$ cat src/rtl/itp_pkg.sv
// itp_pkg: shared types, codes and helper functions of the infix to postfix converter
// no dependencies; imported by itp_datapath, itp_controller and the top level
package itp_pkg;

    // operator stack geometry
    localparam int STACK_DEPTH = 16;
    localparam int CNT_W       = $clog2(STACK_DEPTH + 1);
    localparam int ADDR_W      = (STACK_DEPTH > 1) ? $clog2(STACK_DEPTH) : 1;

    // operator and function codes as they leave the block
    localparam logic [3:0] OP_PLUS   = 4'd0;
    localparam logic [3:0] OP_MINUS  = 4'd1;
    localparam logic [3:0] OP_TIMES  = 4'd2;
    localparam logic [3:0] OP_POWER  = 4'd3;
    localparam logic [3:0] OP_SIN    = 4'd4;
    localparam logic [3:0] OP_COS    = 4'd5;
    localparam logic [3:0] OP_TAN    = 4'd6;
    localparam logic [3:0] OP_SEC    = 4'd7;
    localparam logic [3:0] OP_CSC    = 4'd8;
    localparam logic [3:0] OP_COT    = 4'd9;
    localparam logic [3:0] OPEN_CODE = 4'd10;
    // no function name found
    localparam logic [3:0] FUNC_NONE = 4'd0;

    // token kinds
    localparam logic [1:0] KIND_OPERAND = 2'd0;
    localparam logic [1:0] KIND_OP      = 2'd1;
    localparam logic [1:0] KIND_END     = 2'd2;

    // sticky error codes
    localparam logic [1:0] ERR_NONE     = 2'd0;
    localparam logic [1:0] ERR_OVERFLOW = 2'd1;
    localparam logic [1:0] ERR_CLOSE    = 2'd2;
    localparam logic [1:0] ERR_OPEN     = 2'd3;

    // ascii characters
    localparam logic [7:0] CH_PLUS  = 8'h2B;
    localparam logic [7:0] CH_MINUS = 8'h2D;
    localparam logic [7:0] CH_TIMES = 8'h2A;
    localparam logic [7:0] CH_POWER = 8'h5E;
    localparam logic [7:0] CH_OPEN  = 8'h28;
    localparam logic [7:0] CH_CLOSE = 8'h29;
    localparam logic [7:0] CH_A     = 8'h61;
    localparam logic [7:0] CH_C     = 8'h63;
    localparam logic [7:0] CH_E     = 8'h65;
    localparam logic [7:0] CH_I     = 8'h69;
    localparam logic [7:0] CH_N     = 8'h6E;
    localparam logic [7:0] CH_O     = 8'h6F;
    localparam logic [7:0] CH_S     = 8'h73;
    localparam logic [7:0] CH_T     = 8'h74;

    // character classes
    typedef logic [2:0] cls_t;
    localparam cls_t CLS_OPERAND = 3'd0;
    localparam cls_t CLS_PLUS    = 3'd1;
    localparam cls_t CLS_MINUS   = 3'd2;
    localparam cls_t CLS_TIMES   = 3'd3;
    localparam cls_t CLS_POWER   = 3'd4;
    localparam cls_t CLS_OPEN    = 3'd5;
    localparam cls_t CLS_CLOSE   = 3'd6;

    // controller to datapath
    typedef struct packed {
        logic load;          // take the accepted character into the lookahead
        logic push;          // push onto the operator stack
        logic push_func;     // pushed code is the function code, else the character's code
        logic pop;           // drop the top of stack
        logic emit_op;       // send the top of stack as an operator token
        logic emit_operand;  // send the oldest lookahead character as an operand
        logic emit_end;      // send the end marker
        logic consume_one;   // drop the oldest lookahead character
        logic consume_all;   // drop all lookahead characters
        logic inside_clr;    // leave operand token
        logic err_close;     // unmatched close
        logic err_open;      // unmatched open
        logic clear_all;     // clear lookahead, stack, error and operand flag as at reset
    } itp_cmd_t;

    // datapath to controller
    typedef struct packed {
        logic [1:0] q_count;
        logic       last;
        cls_t       cls;
        logic       func_hit;
        logic       stack_empty;
        logic       top_open;
        logic       pop_ok;
        logic       out_free;
    } itp_status_t;

    function automatic cls_t char_class(input logic [7:0] c);
        cls_t r;
        case (c)
            CH_PLUS:  r = CLS_PLUS;
            CH_MINUS: r = CLS_MINUS;
            CH_TIMES: r = CLS_TIMES;
            CH_POWER: r = CLS_POWER;
            CH_OPEN:  r = CLS_OPEN;
            CH_CLOSE: r = CLS_CLOSE;
            default:  r = CLS_OPERAND;
        endcase
        return r;
    endfunction

    function automatic logic is_delim(input logic [7:0] c);
        return char_class(c) != CLS_OPERAND;
    endfunction

    function automatic logic [3:0] func_code(input logic [7:0] a, input logic [7:0] b,
                                             input logic [7:0] c);
        logic [3:0] r;
        r = FUNC_NONE;
        if (a == CH_S && b == CH_I && c == CH_N) r = OP_SIN;
        if (a == CH_C && b == CH_O && c == CH_S) r = OP_COS;
        if (a == CH_T && b == CH_A && c == CH_N) r = OP_TAN;
        if (a == CH_S && b == CH_E && c == CH_C) r = OP_SEC;
        if (a == CH_C && b == CH_S && c == CH_C) r = OP_CSC;
        if (a == CH_C && b == CH_O && c == CH_T) r = OP_COT;
        return r;
    endfunction

endpackage

$ cat src/rtl/itp_datapath.sv
// itp_datapath: lookahead registers, operator stack memory, sticky error and result register
// depends on itp_pkg; driven by itp_controller through itp_cmd_t
module itp_datapath import itp_pkg::*;
(
    input  logic          clk,
    input  logic          rst_n,
    input  logic [7:0]    symbol,
    input  logic          last,
    input  itp_cmd_t      cmd,
    output itp_status_t   st,
    output logic          out_valid,
    input  logic          out_ready,
    output logic [1:0]    token_kind,
    output logic [7:0]    operand_char,
    output logic [3:0]    op_code,
    output logic          token_end,
    output logic [1:0]    error,
    output logic          done_res
);

    // lookahead
    logic [7:0] q0_reg, q0_next;
    logic [7:0] q1_reg, q1_next;
    logic [7:0] q2_reg, q2_next;
    logic [1:0] qcnt_reg, qcnt_next;
    logic       last_reg, last_next;
    logic       inside_reg, inside_next;
    logic [1:0] err_reg, err_next;

    // stack
    logic [3:0]        stack_mem [STACK_DEPTH];
    logic [3:0]        top_reg;
    logic [CNT_W-1:0]  sp_reg, sp_next;
    logic [CNT_W-1:0]  sp_dec;
    logic [ADDR_W-1:0] rd_addr;
    logic [ADDR_W-1:0] wr_addr;
    logic              full;
    logic              do_write;
    logic [3:0]        push_code;
    logic [3:0]        char_code;
    logic [3:0]        fc;
    cls_t              cls;
    logic              op_end;
    logic              pop_ok;

    // result register
    logic       ov_reg, ov_next;
    logic [1:0] kind_reg;
    logic [7:0] ch_reg;
    logic [3:0] opc_reg;
    logic       tend_reg;
    logic [1:0] oerr_reg;
    logic       done_reg;
    logic       out_free;
    logic       emit_any;

    assign cls      = char_class(q0_reg);
    assign fc       = func_code(q0_reg, q1_reg, q2_reg);
    assign op_end   = (qcnt_reg >= 2'd2) ? is_delim(q1_reg) : 1'b1;
    assign full     = (sp_reg == CNT_W'(STACK_DEPTH));
    assign do_write = cmd.push && !full;
    assign wr_addr  = sp_reg[ADDR_W-1:0];
    assign out_free = !ov_reg || out_ready;
    assign emit_any = cmd.emit_op || cmd.emit_operand || cmd.emit_end;

    always_comb
    begin
        case (cls)
            CLS_PLUS:  char_code = OP_PLUS;
            CLS_MINUS: char_code = OP_MINUS;
            CLS_TIMES: char_code = OP_TIMES;
            CLS_POWER: char_code = OP_POWER;
            default:   char_code = OPEN_CODE;
        endcase
    end

    assign push_code = cmd.push_func ? fc : char_code;

    // pop rule of the character at the head of the lookahead
    always_comb
    begin
        case (cls)
            CLS_PLUS, CLS_MINUS, CLS_CLOSE: pop_ok = (top_reg != OPEN_CODE);
            CLS_TIMES: pop_ok = (top_reg >= OP_TIMES) && (top_reg <= OP_COT);
            CLS_POWER: pop_ok = (top_reg >= OP_POWER) && (top_reg <= OP_COT);
            default:   pop_ok = 1'b0;
        endcase
        pop_ok = pop_ok && (sp_reg != '0);
    end

    always_comb
    begin
        q0_next     = q0_reg;
        q1_next     = q1_reg;
        q2_next     = q2_reg;
        qcnt_next   = qcnt_reg;
        last_next   = last_reg;
        inside_next = inside_reg;
        err_next    = err_reg;
        sp_next     = sp_reg;

        if (cmd.load)
        begin
            case (qcnt_reg)
                2'd0:    q0_next = symbol;
                2'd1:    q1_next = symbol;
                default: q2_next = symbol;
            endcase
            qcnt_next = qcnt_reg + 2'd1;
            last_next = last;
        end
        if (cmd.consume_one)
        begin
            q0_next   = q1_reg;
            q1_next   = q2_reg;
            qcnt_next = qcnt_reg - 2'd1;
        end
        if (cmd.consume_all)
            qcnt_next = '0;

        if (cmd.emit_operand)
            inside_next = !op_end;
        if (cmd.inside_clr)
            inside_next = 1'b0;

        if (do_write)
            sp_next = sp_reg + CNT_W'(1);
        else if (cmd.pop)
            sp_next = sp_reg - CNT_W'(1);

        // first error wins
        if (err_reg == ERR_NONE)
        begin
            if (cmd.push && full)
                err_next = ERR_OVERFLOW;
            else if (cmd.err_close)
                err_next = ERR_CLOSE;
            else if (cmd.err_open)
                err_next = ERR_OPEN;
        end

        if (cmd.clear_all)
        begin
            qcnt_next   = '0;
            last_next   = 1'b0;
            inside_next = 1'b0;
            err_next    = ERR_NONE;
            sp_next     = '0;
        end
    end

    assign sp_dec  = sp_next - CNT_W'(1);
    assign rd_addr = sp_dec[ADDR_W-1:0];

    // stack memory, top of stack kept in a registered read
    always_ff @(posedge clk)
    begin
        if (do_write)
            stack_mem[wr_addr] <= push_code;
        top_reg <= do_write ? push_code : stack_mem[rd_addr];
    end

    always_ff @(posedge clk)
    begin
        q0_reg <= q0_next;
        q1_reg <= q1_next;
        q2_reg <= q2_next;
    end

    always_ff @(posedge clk or negedge rst_n)
    begin
        if (!rst_n)
        begin
            qcnt_reg   <= '0;
            last_reg   <= 1'b0;
            inside_reg <= 1'b0;
            err_reg    <= ERR_NONE;
            sp_reg     <= '0;
            ov_reg     <= 1'b0;
        end
        else
        begin
            qcnt_reg   <= qcnt_next;
            last_reg   <= last_next;
            inside_reg <= inside_next;
            err_reg    <= err_next;
            sp_reg     <= sp_next;
            ov_reg     <= ov_next;
        end
    end

    always_comb
    begin
        ov_next = ov_reg;
        if (emit_any)
            ov_next = 1'b1;
        else if (out_ready)
            ov_next = 1'b0;
    end

    always_ff @(posedge clk)
    begin
        if (emit_any)
        begin
            oerr_reg <= err_reg;
            done_reg <= cmd.emit_end;
            if (cmd.emit_operand)
            begin
                kind_reg <= KIND_OPERAND;
                ch_reg   <= q0_reg;
                opc_reg  <= '0;
                tend_reg <= op_end;
            end
            else if (cmd.emit_op)
            begin
                kind_reg <= KIND_OP;
                ch_reg   <= '0;
                opc_reg  <= top_reg;
                tend_reg <= 1'b0;
            end
            else
            begin
                kind_reg <= KIND_END;
                ch_reg   <= '0;
                opc_reg  <= '0;
                tend_reg <= 1'b0;
            end
        end
    end

    assign out_valid    = ov_reg;
    assign token_kind   = kind_reg;
    assign operand_char = ch_reg;
    assign op_code      = opc_reg;
    assign token_end    = tend_reg;
    assign error        = oerr_reg;
    assign done_res     = done_reg;

    assign st.q_count     = qcnt_reg;
    assign st.last        = last_reg;
    assign st.cls         = cls;
    assign st.func_hit    = (qcnt_reg == 2'd3) && !inside_reg && (fc != FUNC_NONE);
    assign st.stack_empty = (sp_reg == '0);
    assign st.top_open    = (top_reg == OPEN_CODE);
    assign st.pop_ok      = pop_ok;
    assign st.out_free    = out_free;

endmodule

$ cat src/rtl/itp_controller.sv
// itp_controller: sequencing state machine of the converter
// depends on itp_pkg; commands itp_datapath from its status
module itp_controller import itp_pkg::*;
(
    input  logic        clk,
    input  logic        rst_n,
    input  logic        in_valid,
    output logic        in_ready,
    input  itp_status_t st,
    output itp_cmd_t    cmd
);

    localparam logic [1:0] S_IDLE   = 2'd0;
    localparam logic [1:0] S_DECIDE = 2'd1;
    localparam logic [1:0] S_CHAR   = 2'd2;
    localparam logic [1:0] S_DRAIN  = 2'd3;

    logic [1:0] state_reg, state_next;

    assign in_ready = (state_reg == S_IDLE);

    always_comb
    begin
        cmd        = '0;
        state_next = state_reg;
        case (state_reg)
            S_IDLE:
            begin
                if (in_valid)
                begin
                    cmd.load   = 1'b1;
                    state_next = S_DECIDE;
                end
            end
            S_DECIDE:
            begin
                if (!st.last && st.q_count != 2'd3)
                    state_next = S_IDLE;
                else if (st.q_count == 2'd0)
                    state_next = S_DRAIN;
                else if (st.func_hit)
                begin
                    cmd.push        = 1'b1;
                    cmd.push_func   = 1'b1;
                    cmd.consume_all = 1'b1;
                    cmd.inside_clr  = 1'b1;
                end
                else
                    state_next = S_CHAR;
            end
            S_CHAR:
            begin
                case (st.cls)
                    CLS_OPERAND:
                    begin
                        if (st.out_free)
                        begin
                            cmd.emit_operand = 1'b1;
                            cmd.consume_one  = 1'b1;
                            state_next       = S_DECIDE;
                        end
                    end
                    CLS_OPEN:
                    begin
                        cmd.push        = 1'b1;
                        cmd.inside_clr  = 1'b1;
                        cmd.consume_one = 1'b1;
                        state_next      = S_DECIDE;
                    end
                    CLS_CLOSE:
                    begin
                        if (st.pop_ok)
                        begin
                            if (st.out_free)
                            begin
                                cmd.pop     = 1'b1;
                                cmd.emit_op = 1'b1;
                            end
                        end
                        else
                        begin
                            if (st.stack_empty)
                                cmd.err_close = 1'b1;
                            else
                                cmd.pop = 1'b1;
                            cmd.inside_clr  = 1'b1;
                            cmd.consume_one = 1'b1;
                            state_next      = S_DECIDE;
                        end
                    end
                    default:
                    begin
                        if (st.pop_ok)
                        begin
                            if (st.out_free)
                            begin
                                cmd.pop     = 1'b1;
                                cmd.emit_op = 1'b1;
                            end
                        end
                        else
                        begin
                            cmd.push        = 1'b1;
                            cmd.inside_clr  = 1'b1;
                            cmd.consume_one = 1'b1;
                            state_next      = S_DECIDE;
                        end
                    end
                endcase
            end
            S_DRAIN:
            begin
                if (!st.stack_empty)
                begin
                    if (st.top_open)
                    begin
                        cmd.pop      = 1'b1;
                        cmd.err_open = 1'b1;
                    end
                    else if (st.out_free)
                    begin
                        cmd.pop     = 1'b1;
                        cmd.emit_op = 1'b1;
                    end
                end
                else if (st.out_free)
                begin
                    cmd.emit_end  = 1'b1;
                    cmd.clear_all = 1'b1;
                    state_next    = S_IDLE;
                end
            end
            default:
                state_next = S_IDLE;
        endcase
    end

    always_ff @(posedge clk or negedge rst_n)
    begin
        if (!rst_n)
            state_reg <= S_IDLE;
        else
            state_reg <= state_next;
    end

endmodule

$ cat src/rtl/infix_to_postfix_converter_core.sv
// infix_to_postfix_converter_core: top level of the shunting-yard infix to postfix converter
// depends on itp_pkg, itp_controller and itp_datapath
//
// takes one ascii character per request and sends postfix tokens one per request; operand
// characters pass through with a token-end mark, operators and the six trig names go through
// an operator stack of STACK_DEPTH entries held in a memory with a registered top of stack.
// one character is handled at a time. a character that only fills the lookahead is accepted
// and decided; a character that is worked off is accepted, decided, handled and decided again,
// with a further handle step for every operator popped; a recognized function name is
// accepted, decided with a push and decided again. the final character works off every held
// character the same way (decide and handle, or one decide for a function name), then takes
// a decide step, a drain step for each remaining stack entry and one for the end marker. the
// pace is set by the single stack port, which moves at most one entry per cycle, and by the
// result register, which holds one token until the sink takes it. a result may wait in the
// result register while the block keeps working; the block stalls only when it has the next
// token ready. errors are sticky for the expression and clear with the end marker.
// no clearing pass is needed after reset.
module infix_to_postfix_converter_core import itp_pkg::*;
(
    input  logic       clk,
    input  logic       rst_n,
    input  logic       in_valid,
    output logic       in_ready,
    input  logic [7:0] symbol,
    input  logic       last,
    output logic       out_valid,
    input  logic       out_ready,
    output logic [1:0] token_kind,
    output logic [7:0] operand_char,
    output logic [3:0] op_code,
    output logic       token_end,
    output logic [1:0] error,
    output logic       done_res
);

    itp_cmd_t    cmd;
    itp_status_t st;

    // sequencer: accept, lookahead decisions, pop loops and the final drain
    itp_controller u_ctrl (
        .clk      (clk),
        .rst_n    (rst_n),
        .in_valid (in_valid),
        .in_ready (in_ready),
        .st       (st),
        .cmd      (cmd)
    );

    // lookahead, stack, sticky error and result register
    itp_datapath u_dp (
        .clk          (clk),
        .rst_n        (rst_n),
        .symbol       (symbol),
        .last         (last),
        .cmd          (cmd),
        .st           (st),
        .out_valid    (out_valid),
        .out_ready    (out_ready),
        .token_kind   (token_kind),
        .operand_char (operand_char),
        .op_code      (op_code),
        .token_end    (token_end),
        .error        (error),
        .done_res     (done_res)
    );

`ifndef ASSERT_OFF
    // a token is only produced when the result register can take it
    a_emit_room: assert property (@(posedge clk) disable iff (!rst_n)
        (cmd.emit_op || cmd.emit_operand || cmd.emit_end) |-> st.out_free)
        else $error("token produced while result register is full");

    // at most one stack or lookahead-load action per cycle
    a_one_action: assert property (@(posedge clk) disable iff (!rst_n)
        $onehot0({cmd.push, cmd.pop, cmd.load}))
        else $error("conflicting stack commands");

    // lookahead never takes a fourth character
    a_lookahead_room: assert property (@(posedge clk) disable iff (!rst_n)
        cmd.load |-> (st.q_count != 2'd3))
        else $error("lookahead overrun");

    // the end marker is the only result flagged as final
    a_done_kind: assert property (@(posedge clk) disable iff (!rst_n)
        (out_valid && done_res) |-> (token_kind == KIND_END))
        else $error("final flag on a non end token");
`endif

endmodule

$ cat config.mk
export PLATFORM = sky130hd
export DESIGN_NAME = infix_to_postfix_converter_core
export DESIGN_NICKNAME = d
export VERILOG_FILES = /design/src/rtl/itp_pkg.sv /design/src/rtl/itp_datapath.sv /design/src/rtl/itp_controller.sv /design/src/rtl/infix_to_postfix_converter_core.sv
export SDC_FILE = /design/constraint.sdc
export NUM_CORES = 1
export LEC_CHECK = 0
export BUFFER_PORTS_ARGS = -buffer_cell sky130_fd_sc_hd__buf_2
export CAP_MARGIN = 5
export CORE_MARGIN = 5
export CORE_UTILIZATION = 62
export DETAILED_ROUTE_END_ITERATION = 12
export GPL_TIMING_DRIVEN = 0
export PLACE_DENSITY_LB_ADDON = 0.05
export SLEW_MARGIN = 20
export SYNTH_ARGS = -nofsm -noshare
export SYNTH_HDL_FRONTEND = slang
export SYNTH_HIERARCHICAL = 1
export SYNTH_SLANG_ARGS = --single-unit
$ cat constraint.sdc
create_clock -name clk -period 14.5 [get_ports clk]
set_input_delay 2.9 -clock clk [delete_from_list [all_inputs] [get_ports clk]]
set_output_delay 2.9 -clock clk [all_outputs]
set_load 0.005 [all_outputs]
After elaboration in Yosys (flattened, before gate mapping)

Memory sizes are Yosys's and may differ from the RTL's. A register that Yosys moved wholly into a read port is not among the register bits.
Index checks and enable logic that the tools add are counted.

Add/sub/neg operators: 5
Order comparisons: 4
Equality and inequality tests: 45
Mux-type cells: 86
Bitwise logic cells: 2
Reduce and logical (&&, ||, !) cells: 54

Operators with widths:

| kind                                                | number |
|---|---|
| equality test 8 x 7 -> 1 bit, second input constant | 14 |
| equality test 8 x 6 -> 1 bit, second input constant | 10 |
| 2-to-1 mux 2 bit                                    | 26 |
| 2-to-1 mux 8 bit                                    | 6 |
| one-hot mux 3 bit (6 select lines)                  | 2 |
| 2-to-1 mux 1 bit                                    | 31 |
| logical AND 1 bit                                   | 19 |
| one-hot mux 4 bit (4 select lines)                  | 1 |
| 2-to-1 mux 5 bit                                    | 3 |
| 2-to-1 mux 3 bit                                    | 4 |
| 2-to-1 mux 4 bit                                    | 3 |
| one-hot mux 2 bit (2 select lines)                  | 3 |
| nonzero test 2 bit                                  | 6 |
| nonzero test 4 bit                                  | 3 |
| equality test 3 bit, second input constant          | 3 |
| >= comparator 4 x 2 -> 1 bit, second input constant | 2 |
| inequality test 4 bit, second input constant        | 2 |
| one-hot mux 1 bit (2 select lines)                  | 4 |
| one-hot mux 2 bit (4 select lines)                  | 1 |
| AND reduction 2 bit                                 | 4 |
| OR reduction 2 bit                                  | 4 |
| equality test 2 bit, second input constant          | 3 |
| equality test 3 x 2 -> 1 bit, second input constant | 2 |
| logical NOT 2 bit                                   | 3 |
| other kinds (25)                                    | 37 |

Flip-flop bits (word level): 56
Bits in writable memories: 64
Input port bits: 13
Output and inout port bits: 20
Logic and storage cells: 213
Memories: 1

Memories:

| memory         | words | width | rd ports | clocked after memory_dff | write ports | line               | text |
|---|---|---|---|---|---|---|---|
| u_dp.stack_mem | 16    | 4     | 1        | 1                        | 1           | itp_datapath.sv:31 | `logic [3:0] stack_mem [STACK_DEPTH];` |

Depth between registers and ports, before layout

Depth after elaboration: 19
Mapped depth: 25
Depth with buffers taken out: 18

Modules after synthesis

The synthesis kept the hierarchy.

By module, submodules not included:

| module         | instances | cells each | area an instance (um^2) | seq. area each (um^2) |
|---|---|---|---|---|
| itp_datapath   | 1         | 432        | 5700.5                  | 3563.4 |
| itp_controller | 1         | 60         | 445.4                   | 50.0 |

Worst setup path after synthesis

Ideal clock, no wire load.

Kind: input to register
Start: input port out_ready
End: register u_dp.top_reg[1] (read register of u_dp.stack_mem)
Library setup time: 129 ps
Data arrival time: 6025 ps
Data required time: 14371 ps
Slack: 8346 ps
Stages: 16
Path buffers: 5
Cell sequence: nand2b_1 -> buf_4 -> o21ai_0 -> o21ai_0 -> buf_2 -> or4_4 -> nand3_4 -> buf_6 -> inv_1 -> ha_1 -> buf_1 -> clkbuf_1 -> mux4_1 -> nor3b_1 -> a211oi_1 -> o31ai_1

RTL lines:

| what            | line                                  | text |
|---|---|---|
| start, declared | infix_to_postfix_converter_core.sv:27 | `input logic out_ready,` |
| end, declared   | itp_datapath.sv:32                    | `logic [3:0] top_reg;` |

==> key figures <==
Worst setup path
  • RR Startpoint: u_dp/q0_reg[2]$_DFFE_PP_
  • Worst Setup SP: u_dp/q0_reg[2]$_DFFE_PP_
  • WP data required: 14.88 ns
  • Worst r2r dst: u_dp/top_reg[1]$_DFF_P_
  • R2R cell count: 24
  • Worst Path Arrival: 6.96 ns
  • CP Max Fanout: 10
  • Worst reg2reg setup slack: around 7.9 ns
  • CP endpoint kind: register
  • Worst Setup EP: u_dp/top_reg[1]$_DFF_P_
  • Nature of the critical path startpoint: register
  • Kind of critical path: reg2reg

Route
  • First-pass DRT Iterations: 5
  • Via/cell ratio: 6.12
  • Drt wl/cell: 19.0 µm
  • # DRC: 0
  • Final ANT Viol Nets: 0
  • Final WL: around 13000 µm
  • Drt initial violations: 364
  • Vias after detailed routing: roughly 4200

STA
  • Headroom to the max-slew limit: 42.1%
  • Crit path time final: 6.58 ns
  • Period utilisation layout: between 40% and 50%
  • Least-Margin Pin Slew: 0.857 ns
  • RSZ-0062 raised after global routing: no
  • Fin. Hold Viols: 0
  • Setup Viol. Count Final: 0
  • Final Slew Violations: 0
  • Final Skew: 0.0112 ns
  • Fmax: 152 MHz
  • Setup TNS: 0 ns
  • Fin worst setup slack: a little under 8 ns

Logic synthesis
  • YS warnings: 6
  • Syn_area_per_cell: ~12 µm²
  • Largest family of logic cells by synthesized area: simple AND/OR/NAND/NOR gates
  • Synth Instances: roughly 490
  • Area share of the largest cell type after synthesis: roughly half
  • Post-synthesis mux area share: around 6.8%
  • Cell Area, Synth: 0.00615 mm²
  • Synth unique cells: 71
  • Syn_nets: 519
  • Synth Area in XOR/XNOR: 0.855%
  • Simple-Gate Fraction of Synth Area: 19.5%
  • Part of the Yosys area used for sequential elements: around three fifths
  • Complex-gate fraction of the synthesized area: 7.82%
  • Post-Synth Adder-Cell Area: 3.03%
  • Number of synthesized flops with an enable pin: 106
  • Yosys reg bits: 124
  • Share of flip-flops with an asynchronous set or reset: 11.3%
  • Synth area leader: edfxtp_1
  • Top_reg_cell synth: edfxtp_1
  • Synth area leaders: edfxtp_1 (52%), dfrtp_1 (5.7%), nand2_1 (3.7%)

Global routing
  • Total track usage: 24.0%
  • Pin count of the biggest net entering global routing: 20
  • Antenna violations before repair: 0
  • Number of global-route vias before repair: 4065
  • Overflow after GRT: 0
  • Global-route wire length before repair: between 20000 and 25000 µm

Cells and area
  • Commonest non-fill, non-tap cell in the layout: edfxtp_1
  • Ant diodes: 0
  • Layout cells sized above 1: approximately 18%
  • Most frequent cells in the layout: edfxtp_1 (106), nand2_1 (61), buf_2 (37), nor2_1 (37), nand2b_1 (23)
  • Final core utilization: 72.5%
  • FILL cells: 670
  • Post-route cell area: 0.00705 mm²
  • Max reg flops: 64
  • Nets: 570
  • Area growth syn-to-layout: 14.7%
  • Biggest register: u_dp/stack_mem

Die
  • Overall die width: 110 µm
  • # IOs: 33
  • Die H: between 100 and 150 µm
  • Number of core rows: 36
  • Initial Utilization: approximately 63%
  • Core area: 0.00973 mm²
  • Die area: 0.0120 mm²

Job
  • MaxCap Viol Count: 0

Placed design
  • Buffers on Ports: 32
  • Worst slack, placed: 7.45 ns
  • DPL Wire Length: slightly above 9000 µm
  • Placed cell area: 0.00649 mm²
  • Final GP Congestion: around 0.9

Clock network
  • Root buf cell: clkbuf_8
  • Clock Sinks: around 120
  • Cts hold-fix bufs: 0
  • Worst skew pair latency: 0.51 ns
  • CTS clk-pin slew, worst paths: 0.05 ns
  • Max Root-Sink Buffers: 2
  • CTS Buf Count: 17
  • H-tree level count: 4
  • CTS tree: yes
  • Cts repair resizes: 0
  • Post-CTS Setup Bufs: 0

Power and ir drop
  • Pwr Density: 215 mW/mm²
  • Lkg Pwr: 2.72 nW
  • Worst vdd ir: 0.128 mV
  • Final Power: 1.51 mW

Hold path
  • Hold Path Class: reg2reg

Status
  • Status: completed
-- cells in the mapped netlist, types with 5 or more instances --
| master | instances |
|---|---|
| and3_1 | 6 |
| nor2_1 | 37 |
| mux4_1 | 7 |
| edfxtp_1 | 106 |
| buf_4 | 8 |
| inv_1 | 13 |
| a21oi_1 | 14 |
| nand4_1 | 5 |
| nor3b_1 | 12 |
| and2_1 | 18 |
| nand2_1 | 61 |
| nor2b_1 | 10 |
| buf_2 | 5 |
| nand3_1 | 6 |
| ha_1 | 14 |
| a211oi_1 | 9 |
| o21ai_0 | 8 |
| nor3_1 | 9 |
| clkbuf_1 | 12 |
| dfrtp_1 | 14 |
| nand2b_1 | 23 |
| o31ai_1 | 5 |
| mux4_2 | 9 |
-- how the worst min path moves through the flow --
stage,cells past startpoint,startpoint,to
6_report,0,u_dp/err_reg[1]$_DFFE_PN0P_,u_dp/error[1]$_DFFE_PP_
5_1_grt,0,u_dp/err_reg[1]$_DFFE_PN0P_,u_dp/error[1]$_DFFE_PP_
4_1_cts,0,u_dp/err_reg[1]$_DFFE_PN0P_,u_dp/error[1]$_DFFE_PP_
3_5_place_dp,0,u_dp/err_reg[1]$_DFFE_PN0P_,u_dp/error[1]$_DFFE_PP_
3_3_place_gp,0,u_dp/err_reg[0]$_DFFE_PN0P_,u_dp/error[0]$_DFFE_PP_
2_1_floorplan,0,u_dp/err_reg[0]$_DFFE_PN0P_,u_dp/error[0]$_DFFE_PP_
-- cell families after synthesis --
group / Yosys count
buffers and inverters: 41
AOI/OAI and AO/OA: 69
muxes: 19
DFF: 124
xor gates and xnor gates: 6
adders and majority gates: 15
and+or+nand+nor: 218
-- through the flow --
step / instances / hold slack (ns)
final: 689 / 0.477
after global routing: 689 / 0.511
after CTS: 689 / 0.481
after detailed placement: 657 / 0.463
after global placement: 657 / 0.467
after floorplan: 492 / 0.448
-- where the power goes --
group	switching, mW	leakage [nW]	total, mW	internal (mW)
clock	0.141	0.269	0.393	0.251
combinational	0.335	1.19	0.586	0.251
sequential	0.0524	1.26	0.535	0.483
-- layout make-up --
class / count / area [µm²] / share of cell area [%]
multi-input cells: 327 / 2360 / 33.4
repair buffers: 32 / 160 / 2.27
inverters: 14 / 52.6 / 0.745
well taps: 133 / 166 / 2.36
plain buffers: 27 / 145 / 2.06
clock inverters: 9 / 98.8 / 1.40
clock buffers: 23 / 457 / 6.48
flip-flops and latches: 124 / 3610 / 51.3
-- layer usage --
layer  track usage, %  wire length [µm]
met1             34.2              5650
met2             36.3              6140
met3             5.52              1090
met4             8.99               212
met5                0                 0
-- critical path: stages (launching register included) --
cell,delay (ns)
edfxtp_1,0.31
clkbuf_1,0.29
nand4bb_1,0.17
or4b_1,0.65
o21a_1,0.23
o311ai_1,0.37
a21oi_1,0.15
buf_4,0.17
clkbuf_1,0.17
a21boi_0,0.26
o211ai_1,0.13
a21boi_0,0.24
buf_2,0.23
buf_2,0.24
nand4b_1,0.17
nand3_4,0.21
buf_6,0.21
inv_1,0.07
ha_1,0.28
buf_1,0.39
clkbuf_1,0.57
mux4_1,0.41
nor3b_1,0.17
a211oi_1,0.27
o31ai_1,0.10
Power figures use the tool's default switching activity.
